**src/rtl/vboc_pkg.sv**
```systemverilog
// Shared types, constants and codes for the video buffer occupancy checker.
// Depends on nothing; every other file in rtl/ imports it.
package vboc_pkg;

    // Field and datapath widths
    localparam int STAMP_WIDTH = 33;
    localparam int COUNT_WIDTH = 32;
    localparam int BYTES_W     = 24;
    localparam int LEVEL_W     = 31;
    localparam int RATE_W      = 32;
    localparam int FULL_W      = 15;
    localparam int EV_W        = 3;

    // Configuration register widths
    localparam int SIZE_W = 28;
    localparam int FILL_W = 30;
    localparam int TPS_W  = 20;
    localparam int DGAP_W = 20;

    // Shared multiplier operand widths
    localparam int MUL_A_W = 30;
    localparam int MUL_B_W = 24;
    localparam int MUL_P_W = MUL_A_W + MUL_B_W;

    // Shared divider widths
    localparam int DIV_W  = 33;
    localparam int DVD_W  = 34;
    localparam int QUO_W  = 34;
    localparam int STEP_W = 6;

    // Configuration port
    localparam int CFG_IDX_W  = 4;
    localparam int CFG_DATA_W = 32;

    localparam logic [CFG_IDX_W-1:0] REG_BUFFER_SIZE  = 4'd0;
    localparam logic [CFG_IDX_W-1:0] REG_FILL_RATE    = 4'd1;
    localparam logic [CFG_IDX_W-1:0] REG_TICKS_PER_S  = 4'd2;
    localparam logic [CFG_IDX_W-1:0] REG_DEFAULT_GAP  = 4'd3;

    localparam logic [SIZE_W-1:0] RST_BUFFER_SIZE = 28'd3125000;
    localparam logic [FILL_W-1:0] RST_FILL_RATE   = 30'd5000000;
    localparam logic [TPS_W-1:0]  RST_TICKS_PER_S = 20'd90000;
    localparam logic [DGAP_W-1:0] RST_DEFAULT_GAP = 20'd3000;

    localparam logic [RATE_W-1:0]  RATE_MIN_RESET  = 32'd1000000000;
    localparam logic [LEVEL_W-1:0] LEVEL_MIN_RESET = '1;

    // Event codes
    localparam logic [EV_W-1:0] EV_NORMAL     = 3'd0;
    localparam logic [EV_W-1:0] EV_NEAR_OVER  = 3'd1;
    localparam logic [EV_W-1:0] EV_OVER       = 3'd2;
    localparam logic [EV_W-1:0] EV_NEAR_UNDER = 3'd3;
    localparam logic [EV_W-1:0] EV_UNDER      = 3'd4;

    typedef struct packed {
        logic [STAMP_WIDTH-1:0] stamp_ticks;
        logic                   stamp_present;
        logic [BYTES_W-1:0]     packet_bytes;
    } in_beat_t;

    typedef struct packed {
        logic [LEVEL_W-1:0]     level_bits;
        logic [FULL_W-1:0]      fullness_q8;
        logic [EV_W-1:0]        event_code;
        logic [RATE_W-1:0]      packet_rate_bps;
        logic [COUNT_WIDTH-1:0] overflow_total;
        logic [COUNT_WIDTH-1:0] underflow_total;
        logic [COUNT_WIDTH-1:0] near_overflow_total;
        logic [COUNT_WIDTH-1:0] near_underflow_total;
        logic [LEVEL_W-1:0]     peak_level_bits;
        logic [LEVEL_W-1:0]     least_level_bits;
        logic [RATE_W-1:0]      peak_rate_bps;
        logic [RATE_W-1:0]      least_rate_bps;
    } out_beat_t;

    // Divider request: remainder seed, dividend bits fed MSB first, divisor
    typedef struct packed {
        logic              start;
        logic [STEP_W-1:0] steps;
        logic [DIV_W-1:0]  rem_init;
        logic [DVD_W-1:0]  dvd;
        logic [DIV_W-1:0]  divisor;
    } div_req_t;

    typedef struct packed {
        logic             done;
        logic [QUO_W-1:0] quo;
    } div_rsp_t;

    // Event counters and extremes after the current packet
    typedef struct packed {
        logic [EV_W-1:0]        ev;
        logic [COUNT_WIDTH-1:0] overflow_total;
        logic [COUNT_WIDTH-1:0] underflow_total;
        logic [COUNT_WIDTH-1:0] near_overflow_total;
        logic [COUNT_WIDTH-1:0] near_underflow_total;
        logic [LEVEL_W-1:0]     peak_level;
        logic [LEVEL_W-1:0]     least_level;
        logic [RATE_W-1:0]      peak_rate;
        logic [RATE_W-1:0]      least_rate;
    } stats_t;

endpackage

```
**src/rtl/vboc_stats.sv**
```systemverilog
// Fullness classification, saturating event counters and level/rate extremes.
// Depends on vboc_pkg for event codes and the stats struct.
module vboc_stats (
    input  logic                         clk,
    input  logic                         rst_n,
    input  logic                         update,
    input  logic [vboc_pkg::LEVEL_W-1:0] level,
    input  logic [vboc_pkg::RATE_W-1:0]  rate,
    input  logic [vboc_pkg::LEVEL_W-1:0] cap,
    output vboc_pkg::stats_t             stats
);
    import vboc_pkg::*;

    localparam logic [COUNT_WIDTH-1:0] COUNT_MAX = '1;

    logic [COUNT_WIDTH-1:0] over_reg, under_reg, near_over_reg, near_under_reg;
    logic [COUNT_WIDTH-1:0] over_next, under_next, near_over_next, near_under_next;
    logic [LEVEL_W-1:0]     peak_level_reg, least_level_reg;
    logic [LEVEL_W-1:0]     peak_level_next, least_level_next;
    logic [RATE_W-1:0]      peak_rate_reg, least_rate_reg;
    logic [RATE_W-1:0]      peak_rate_next, least_rate_next;
    logic [LEVEL_W+3:0]     level_x10;
    logic [LEVEL_W+3:0]     cap_x9;
    logic [EV_W-1:0]        ev;

    // Classify fullness against the capacity: empty buffer or zero capacity first, then overflow
    assign level_x10 = ({3'b0, level, 1'b0} + {level, 3'b0});
    assign cap_x9    = ({4'b0, cap} + {cap, 3'b0});

    always_comb
    begin
        priority if ((cap == '0) || (level == '0))
            ev = EV_UNDER;
        else if (level >= cap)
            ev = EV_OVER;
        else if (level_x10 >= cap_x9)
            ev = EV_NEAR_OVER;
        else if (level_x10 <= {4'b0, cap})
            ev = EV_NEAR_UNDER;
        else
            ev = EV_NORMAL;
    end

    // Bump the matching counter, hold at all ones
    always_comb
    begin
        over_next       = over_reg;
        under_next      = under_reg;
        near_over_next  = near_over_reg;
        near_under_next = near_under_reg;
        if ((ev == EV_OVER) && (over_reg != COUNT_MAX))
            over_next = over_reg + COUNT_WIDTH'(1);
        if ((ev == EV_UNDER) && (under_reg != COUNT_MAX))
            under_next = under_reg + COUNT_WIDTH'(1);
        if ((ev == EV_NEAR_OVER) && (near_over_reg != COUNT_MAX))
            near_over_next = near_over_reg + COUNT_WIDTH'(1);
        if ((ev == EV_NEAR_UNDER) && (near_under_reg != COUNT_MAX))
            near_under_next = near_under_reg + COUNT_WIDTH'(1);
    end

    // Track extremes
    assign peak_level_next  = (level > peak_level_reg)  ? level : peak_level_reg;
    assign least_level_next = (level < least_level_reg) ? level : least_level_reg;
    assign peak_rate_next   = (rate > peak_rate_reg)    ? rate  : peak_rate_reg;
    assign least_rate_next  = (rate < least_rate_reg)   ? rate  : least_rate_reg;

    always_ff @(posedge clk or negedge rst_n)
    begin
        if (!rst_n)
        begin
            over_reg        <= '0;
            under_reg       <= '0;
            near_over_reg   <= '0;
            near_under_reg  <= '0;
            peak_level_reg  <= '0;
            least_level_reg <= LEVEL_MIN_RESET;
            peak_rate_reg   <= '0;
            least_rate_reg  <= RATE_MIN_RESET;
        end
        else if (update)
        begin
            over_reg        <= over_next;
            under_reg       <= under_next;
            near_over_reg   <= near_over_next;
            near_under_reg  <= near_under_next;
            peak_level_reg  <= peak_level_next;
            least_level_reg <= least_level_next;
            peak_rate_reg   <= peak_rate_next;
            least_rate_reg  <= least_rate_next;
        end
    end

    assign stats.ev                   = ev;
    assign stats.overflow_total       = over_next;
    assign stats.underflow_total      = under_next;
    assign stats.near_overflow_total  = near_over_next;
    assign stats.near_underflow_total = near_under_next;
    assign stats.peak_level           = peak_level_next;
    assign stats.least_level          = least_level_next;
    assign stats.peak_rate            = peak_rate_next;
    assign stats.least_rate           = least_rate_next;

endmodule

```
**config.mk**
```make
export PLATFORM = sky130hd
export DESIGN_NAME = vboc_stats
export DESIGN_NICKNAME = d
export VERILOG_FILES = /design/src/rtl/vboc_pkg.sv /design/src/rtl/vboc_stats.sv
export SDC_FILE = /design/constraint.sdc
export NUM_CORES = 1
export LEC_CHECK = 0
export ABC_AREA = 1
export BUFFER_PORTS_ARGS = -buffer_cell sky130_fd_sc_hd__buf_2
export CORE_ASPECT_RATIO = 1.1
export CORE_MARGIN = 2
export CORE_UTILIZATION = 25
export DETAILED_ROUTE_END_ITERATION = 8
export PLACE_DENSITY_LB_ADDON = 0.25
export RECOVER_POWER = 50
export SLEW_MARGIN = 10
export SYNTH_ARGS = -nofsm -noshare
export SYNTH_HDL_FRONTEND = slang
export SYNTH_SLANG_ARGS = --single-unit
export TNS_END_PERCENT = 5
```
**constraint.sdc**
```tcl
create_clock -name clk -period 4.1 [get_ports clk]
set_input_delay 0.41 -clock clk [delete_from_list [all_inputs] [get_ports clk]]
set_output_delay 0.41 -clock clk [all_outputs]
set_load 0.02 [all_outputs]
```
* Yosys cells after proc, flatten, opt, wreduce, memory -nomap -nowiden
Index checks and enable logic that the tools add are counted.
** Storage, ports and cells
- Register bits :: 254
- Input bits :: 97
- Output and inout bits :: 257
- Word-level logic and storage cells :: 48
** Operators by class
- $add $sub $neg :: 6
- $lt $le $gt $ge :: 7
- Eq/ne operators :: 8
- Muxes and demuxes :: 12
- Reduce and logical (&&, ||, !) cells :: 7
** Operator list (count)
- $mux W32 :: 6
- $add A32 B1 Y32 const B :: 4
- $ne A32 B32 Y1 const B :: 4
- $logic_not A31 Y1 :: 2
- $mux W31 :: 2
- $add A31 B34 Y35 :: 1
- $add A32 B34 Y35 :: 1
- $ge A35 B35 Y1 :: 1
- $le A35 B31 Y1 :: 1
- $gt A32 B32 Y1 :: 1
- $lt A32 B32 Y1 :: 1
- $ge A31 B31 Y1 :: 1
- $gt A31 B31 Y1 :: 1
- $lt A31 B31 Y1 :: 1
- $eq A3 B2 Y1 const B :: 2
- $mux W2 :: 3
- $logic_and A1 B1 Y1 :: 4
- $eq A3 B1 Y1 const B :: 1
- $eq A3 B3 Y1 const B :: 1
- $mux W3 :: 1
- $logic_or A1 B1 Y1 :: 1

* Depth between registers and ports, before layout
Gate-level depths: netlist (run 1).
- Depth in word-level cells :: 9
- Mapped depth :: 35
- Mapped depth without buffers :: 34

* Least setup slack after synthesis (run 1)
No wires, ideal clock.
- Path kind :: input to output
- From :: input port cap[0] (netlist bit)
- To :: output port stats[172] (netlist bit)
- Data arrival time :: 4143 ps
- Data required time :: 3690 ps
- Setup slack :: -453 ps
- Stages :: 28
- Path buffers :: 1
- Cell sequence :: ha_1 -> fa_1 -> nand3_1 -> nand3_1 -> nand2_1 -> nand2_1 -> a21oi_1 -> o21bai_1 -> nand2_1 -> nand2_1 -> a21oi_1 -> o21bai_1 -> nand2_1 -> nand3_1 -> nand2_1 -> inv_1 -> ha_1 -> nand2_1 -> nor2_1 -> nand4_1 -> nor4_1 -> nand3_1 -> nand3_1 -> and3_1 -> buf_4 -> nand2_1 -> nor2_1 -> xor2_1
** RTL lines
- from (decl) :: line vboc_stats.sv:9 : input logic [vboc_pkg::LEVEL_W-1:0] cap,
- to (decl) :: line vboc_stats.sv:10 : output vboc_pkg::stats_t stats

==> results of run 1 <==
[cell type report]
type	count	area share
Clock inverter	17	0.007079
Inverter	492	0.05478
Multi-Input combinational cell	2807	0.4976
Sequential cell	254	0.1899
Timing Repair Buffer	762	0.1715
Tap cell	1281	0.04748
Clock buffer	53	0.03161
[what timing repair did]
action,CTS,global route
cloned,8,2
buffers inserted,26,19
hold endpoints to repair,72,0
resized for setup,252,141
hold buffers,1,0
setup endpoints to repair,174,203
pin swaps,56,52
[per-layer routing]
metal  GRT usage  routed length [µm]  part of all wire
met5           0                   0                 0
met4     0.05660                2830             0.030
met3     0.03233                4763             0.050
met2      0.3179               45560              0.48
met1      0.2304               41170              0.44
[placed cells by master, fill, tap and decap left out, drive strengths merged, types with 2 or more instances in the layout]
| cell | instances |
|---|---|
| nor3 | 80 |
| nand4 | 109 |
| fa | 2 |
| nor4 | 36 |
| bufinv | 5 |
| a21o | 3 |
| and3 | 3 |
| clkinv | 10 |
| o2111ai | 2 |
| o21a | 11 |
| a21oi | 165 |
| nand3b | 4 |
| buf | 742 |
| a211oi | 8 |
| o21ai | 363 |
| dfrtp | 210 |
| nand3 | 169 |
| ha | 278 |
| xnor2 | 39 |
| inv | 493 |
| nand2 | 1126 |
| nor2 | 205 |
| a31oi | 9 |
| dfstp | 44 |
| o21bai | 9 |
| clkbuf | 69 |
| xor2 | 115 |
| o211ai | 6 |
| bufbuf | 3 |
| o221ai | 5 |
| nor3b | 6 |
| and2 | 46 |
[path summary, 6_finish.rpt]
path / start / to / slack (ns)
setup / recovery: cap[3] / stats[154] / -0.87
hold / removal: update / near_over_reg[24] / 0.22
setup reg to reg: over_reg[1] / over_reg[0] / 0.49
hold reg to reg: near_under_reg[26] / near_under_reg[26] / 0.48
max in group asynchronous: rst_n / least_rate_reg[16] / 0.42
min in group asynchronous: rst_n / over_reg[19] / 0.97
[worst max-delay path: cells and delay by family]
| family | cells | cell delay, ns |
|---|---|---|
| simple gates | 19 | 1.76 |
| fa+ha+maj | 3 | 0.69 |
| compound gates | 5 | 0.54 |
| buf+inv | 9 | 1.15 |
[power by group]
part / internal [mW] / switching (mW) / total, mW / leakage [nW]
logic: 3.75 / 6.40 / 10.2 / 13.0
registers: 3.44 / 0.477 / 3.92 / 3.20
clock network: 2.14 / 1.40 / 3.54 / 0.641
total: 9.34 / 8.28 / 17.6 / 16.8
[cells by family (layout without fill, tap and decap cells)]
group / count (synthesis) / in the layout
buffers and inverters: 605 / 1324
AOI/OAI and AO/OA: 585 / 586
and+or+nand+nor: 1786 / 1787
xor gates and xnor gates: 154 / 154
DFF: 254 / 254
adders and majority gates: 280 / 280
==> results by group, run 1 <==
Place
  – Inst Count DP: 5540
  – Buffers added on ports: 353
  – Placer Congestion: around 0.9
  – Final HPWL DP: between 70000 and 80000 µm
  – Pre-CTS WS: -1.410 ns
  – Placed Area: between 30000 and 40000 µm²

Clocking
  – Clk_lat worst skew: about 0.59 ns
  – Clock Pin Slew Worst Setup and Hold Paths: ~0.060 ns
  – H-tree levels: 2
  – CTS max path bufs: 3
  – CTS tree: built
  – Root Buffer: clkbuf_16
  – Clock tree sinks: around 250
  – CTS Buf Count: 38

Power
  – VDD IR max: between 0.4 and 0.5 mV
  – Power Density: 521.8 nW/µm²
  – Pleak: approximately 17 nW
  – Pwr Total: ~18 mW

STA
  – Setup violators final: 150
  – Hold Slack: between 0.2 and 0.25 ns
  – Fmax: approximately 200 MHz
  – Relative slew slack: -0.4177
  – Slew @ Worst Pin: between 2 and 2.5 ns
  – Final worst slack: -0.8700 ns
  – RSZ-0062 raised after global routing: true
  – Fin. max-slew vios: approximately 230
  – Setup Skew: ~0.017 ns
  – Setup TNS Final: -81.41 ns
  – Period utilization: 1.212
  – Tmin final: about 5.0 ns
  – Hold Violations, Final: 0

Floorplan
  – Die width: roughly 300 µm
  – Row count: 120
  – Ports: between 300 and 400
  – Die ar.: a little over 100000 µm²
  – Initial Util: 0.2521
  – Core ar.: about 97000 µm²
  – Die Height: approximately 330 µm

Synthesis
  – FF+latch count, synth: approximately 250
  – Synth Instances: 3664
  – Netlist cell types: 58
  – Synth Area in Simple Gates: 0.3169
  – Most numerous cell in the Yosys netlist: nand2_1
  – Multiplexer share of the synthesized area: 0
  – Most frequent cells after synthesis: nand2_1 (1109), inv_1 (473), o21ai_0 (338)
  – EDFF count, synth: 0
  – Largest family of logic cells by synthesized area: simple AND/OR/NAND/NOR gates
  – Post-synthesis sequential area ratio: 0.2614
  – Compound-gate portion of the synthesized area: 0.1275
  – Post-synthesis adder-cell area fraction: 0.1434
  – Synth Cell Area: around 25000 µm²
  – FFs w/ async S/R, synth: 1.000
  – Mean post-synth cell area: 6.695 µm²
  – Share of Yosys cell area claimed by the top area cell type: 0.2142
  – Synthesis Warnings: 0
  – Synth Net Count: just over 4000
  – Synth Area in XOR/XNOR: 0.05499
  – Synth top area cells: dfrtp_1 (21%), nand2_1 (17%), ha_1 (14%)
  – Prevailing post-synth register cell: dfrtp_1
  – Yosys top cell by area: dfrtp_1

Worst setup path
  – Worst Setup End Kind: primary output
  – Worst reg2reg path depth: 21
  – CP required: approximately 3.7 ns
  – Slowest CP cell: fa_2
  – Setup CP Type: input port to primary output
  – Cell mode on critical path: buf_4
  – Max incr delay on CP: ~0.34 ns
  – CP startpoint kind: input port
  – Critical path fanouts, max: 3
  – Worst Path Arrival: between 4 and 5 ns

Min path
  – Hold depth: 3
  – Worst hold path type: input port to register

Cells and area
  – Final instance area: roughly 34000 µm²
  – Fraction of layout cells with a size suffix above 1: 0.2545
  – Non-filler instance count after layout: roughly 5700
  – Final core occ: 0.3470
  – Area of the multi-input gates: roughly 17000 µm²
  – # nets final: about 4700
  – Area growth from synthesis to layout: 37.62%
  – Sequential Area: 6411 µm²
  – # fillers: approximately 10000
  – Diode count: 0

Drt
  – DRT Wirelength: roughly 94000 µm
  – Initial drt markers: between 1000 and 1500
  – DRC errors left: 0
  – Pre-antenna DRT Iters: 5
  – Post-route ant nets: 0
  – Wire length per cell: 16.65 µm
  – Vias per Instance: 4.606
  – Vias: roughly 26000

Global routing
  – Largest net degree at the start of global routing: about 200
  – First-pass GRT wire length: around 150000 µm
  – Vias in the first global route: about 26000
  – Total gr overflow: 0
  – Overall global routing resource usage: 0.1839
  – Initial antenna violation count: 2

Outcome
  – Status: finished, violations left
  – Violated checks: max-capacitance violations, max-slew violations, negative setup slack

Job
  – Max cap viols: 4
Note: power is estimated with default switching activity, not from simulation.
==> run 2: changes to the inputs <==
- ABC_AREA: 1 -> not set
- CORE_UTILIZATION: 25 -> 53
==> run 2 against run 1 <==
  * The run still ends with max-capacitance violations, max-slew violations, negative setup slack left
  * Setup slack got worse by 0.40 ns
  * Cell area is 13% lower
  * Utilization is 35 points higher
  * First-iteration DRC count shrank 31%
  * Clock skew down 0.0041 ns
  * Clock power is 24% lower
  * Maximum frequency is 7.5% lower
  * Synthesized cell count shrank 32%
  * Critical path type unchanged
  * Critical endpoint is now stats[152]
  * Largest power group unchanged
  * Highest routed layer unchanged
==> results by group, run 2 <==
Outcome
  – Status: finished, violations left
  – Violated checks: max-capacitance violations, max-slew violations, negative setup slack

Synthesis
  – Most numerous cell in the Yosys netlist: ha_1
  – Post-synthesis sequential area ratio: 0.2844
  – Synth Net Count: between 2000 and 3000
  – Share of Yosys cell area claimed by the top area cell type: 0.2331
  – FF+latch count, synth: about 250
  – Netlist cell types: between 80 and 90
  – Synth top area cells: dfrtp_1 (23%), ha_1 (15%), mux2_2 (9.6%)
  – Synth Cell Area: between 20000 and 25000 µm²
  – Synthesis Warnings: 0
  – Prevailing post-synth register cell: dfrtp_1
  – Yosys top cell by area: dfrtp_1
  – Most frequent cells after synthesis: ha_1 (278), nand2_1 (233), xnor2_1 (231)
  – Synth Instances: 2505
  – Mean post-synth cell area: 8.999 µm²
  – EDFF count, synth: 0
  – FFs w/ async S/R, synth: 1.000

Clocking
  – Root Buffer: clkbuf_16
  – CTS tree: built
  – Clk_lat worst skew: 0.57 ns
  – CTS max path bufs: 3
  – CTS Buf Count: 30
  – Clock Pin Slew Worst Setup and Hold Paths: roughly 0.060 ns
  – H-tree levels: 1
  – Clock tree sinks: around 250

Global routing
  – Global Route met3 Usage: 0.04595
  – GR Layer Usage met2: 0.5280
  – Met1 usage: 0.3683
  – Vias in the first global route: 21487
  – Largest net degree at the start of global routing: 89
  – First-pass GRT wire length: between 100000 and 150000 µm
  – Overall global routing resource usage: 0.3012
  – GRT Max-Usage Layer: met2
  – Initial antenna violation count: 8
  – Total gr overflow: 0

STA
  – Final worst slack: -1.274 ns
  – Setup TNS Final: -102.54 ns
  – Tmin final: roughly 5.4 ns
  – Setup Skew: between 0.01 and 0.015 ns
  – Relative slew slack: -0.4982
  – Fin. max-slew vios: between 80 and 90
  – Setup violators final: between 150 and 200
  – Hold Violations, Final: 0
  – Slew @ Worst Pin: roughly 2.2 ns
  – Hold Slack: around 0.16 ns
  – Fmax: roughly 190 MHz
  – RSZ-0062 raised after global routing: true
  – Period utilization: 1.311

Drt
  – DRT Wirelength: just under 70000 µm
  – Vias per Instance: 5.650
  – Initial drt markers: around 980
  – Pre-antenna DRT Iters: 7
  – Wire length per cell: between 15 and 20 µm
  – DRC errors left: 0
  – Post-route ant nets: 0
  – Vias: ~21000

Floorplan
  – Die width: about 200 µm
  – Core ar.: approximately 42000 µm²
  – Ports: between 300 and 400
  – Die Height: about 220 µm
  – Row count: 79
  – Initial Util: 0.5354
  – Die ar.: around 44000 µm²

Place
  – Placer Congestion: 0.9334
  – Pre-CTS WS: -1.504 ns
  – Buffers added on ports: roughly 350
  – Inst Count DP: 3662
  – Final HPWL DP: around 53000 µm

Power
  – Pleak: 14.76 nW
  – Power Density: 535.7 nW/µm²
  – VDD IR max: ~0.63 mV

Cells and area
  – # nets final: about 3500
  – Area growth from synthesis to layout: 30.83%
  – Leading cell types in the layout, fill and taps excluded: buf_4 (351), buf_2 (304), ha_1 (270)
  – Commonest non-fill, non-tap cell in the layout: buf_4
  – Fraction of layout cells with a size suffix above 1: 0.3575
  – Non-filler instance count after layout: around 3700

Worst setup path
  – CP startpoint kind: input port
  – Setup CP Type: input port to primary output
  – Critical path fanouts, max: 6
  – CP required: between 3 and 4 ns
  – Worst Path Arrival: between 4 and 5 ns
  – Worst Setup End Kind: primary output

Min path
  – Worst hold path type: input port to register

Job
  – Max cap viols: 1
## run 2: cell count changes after synthesis, moves of 99 or more
cell / change
inv_1: -283
mux2_2: +192
nand2_1: -876
nor2_1: -99
o21ai_0: -210
xnor2_1: +192
## run 2: layer usage
layer / up-vias / part of all wire
li1: 10212 / -
met1: 10240 / 0.42
met2: 535 / 0.48
met3: 150 / 0.051
met4: 0 / 0.048
met5: - / 0
## run 2: final cells by class
| type | count | area [µm²] |
|---|---|---|
| Antenna cell | 8 | 20.02 |
| Clock buffer | 50 | 977.2 |
| Clock inverter | 6 | 37.54 |
| Fill cell | 3393 | 12620 |
| Inverter | 190 | 713.2 |
| Multi-Input combinational cell | 1968 | 16040 |
| Sequential cell | 254 | 6411 |
| Tap cell | 567 | 709.4 |
| Timing Repair Buffer | 698 | 4587 |
## run 2: worst max-delay path: stages
cell and delay (ns):
buf_2 0.13, ha_4 0.17, fa_2 0.35, a21o_1 0.18, a21oi_2 0.18, o21ai_2 0.10, a41o_1 0.27, buf_4 0.15
nand3_1 0.07, nand2_1 0.07, a21o_1 0.18, a21oi_1 0.17, xor2_1 0.17, ha_1 0.26, a21o_1 0.18, a221o_1 0.37
a31oi_4 0.18, buf_12 0.13, o41ai_4 0.07, buf_6 0.16, nor4_4 0.12, buf_4 0.18, buf_6 0.13, nand4_1 0.18
xnor2_2 0.24, buf_4 0.17
## run 2: path summary, 6_finish.rpt
path / startpoint / end / slack, ns / cells past startpoint
max: cap[3] / stats[152] / -1.27 / 26
min: rate[0] / least_rate_reg[0] / 0.16 / 2
max reg2reg: under_reg[8] / under_reg[22] / 0.69 / 11
min reg2reg: peak_rate_reg[3] / peak_rate_reg[3] / 0.51 / 1
max in group asynchronous: rst_n / near_under_reg[6] / 0.89 / 3
min in group asynchronous: rst_n / least_rate_reg[26] / 1.02 / 2
## run 2: stage by stage
step           total power, mW    util  instance area [µm²]
4_1_cts                  15.70  0.6944                29240
6_report                 15.80  0.7004                29490
3_3_place_gp             12.50  0.6621                27880
5_1_grt                  16.84  0.7004                29490
2_1_floorplan            9.662       -                23140
3_5_place_dp             12.79  0.6621                27880
## run 2: cells by family (layout without fill, tap and decap cells)
group / Yosys count / after routing / synth area share
compound gates: 428 / 428 / 0.1229
xor+xnor: 297 / 297 / 0.1154
flops: 254 / 254 / 0.2844
other cells: 0 / 8 / 0
mux: 196 / 196 / 0.09774
buf+inv: 285 / 944 / 0.04962
fa+ha+maj: 280 / 280 / 0.1561
simple gates: 765 / 767 / 0.1739
## run 2: where the power goes
part / internal, mW / switching, mW
Clock: 1.61 / 1.09
Combinational: 3.94 / 5.27
Sequential: 3.38 / 0.504
## run 2: timing repair
action	CTS	global route
cloned	4	0
setup buffers	7	4
endpoints found under the setup margin	169	181
hold endpoints to repair	56	0
pin swaps	24	30
hold buffers	1	0
resized for setup	72	92
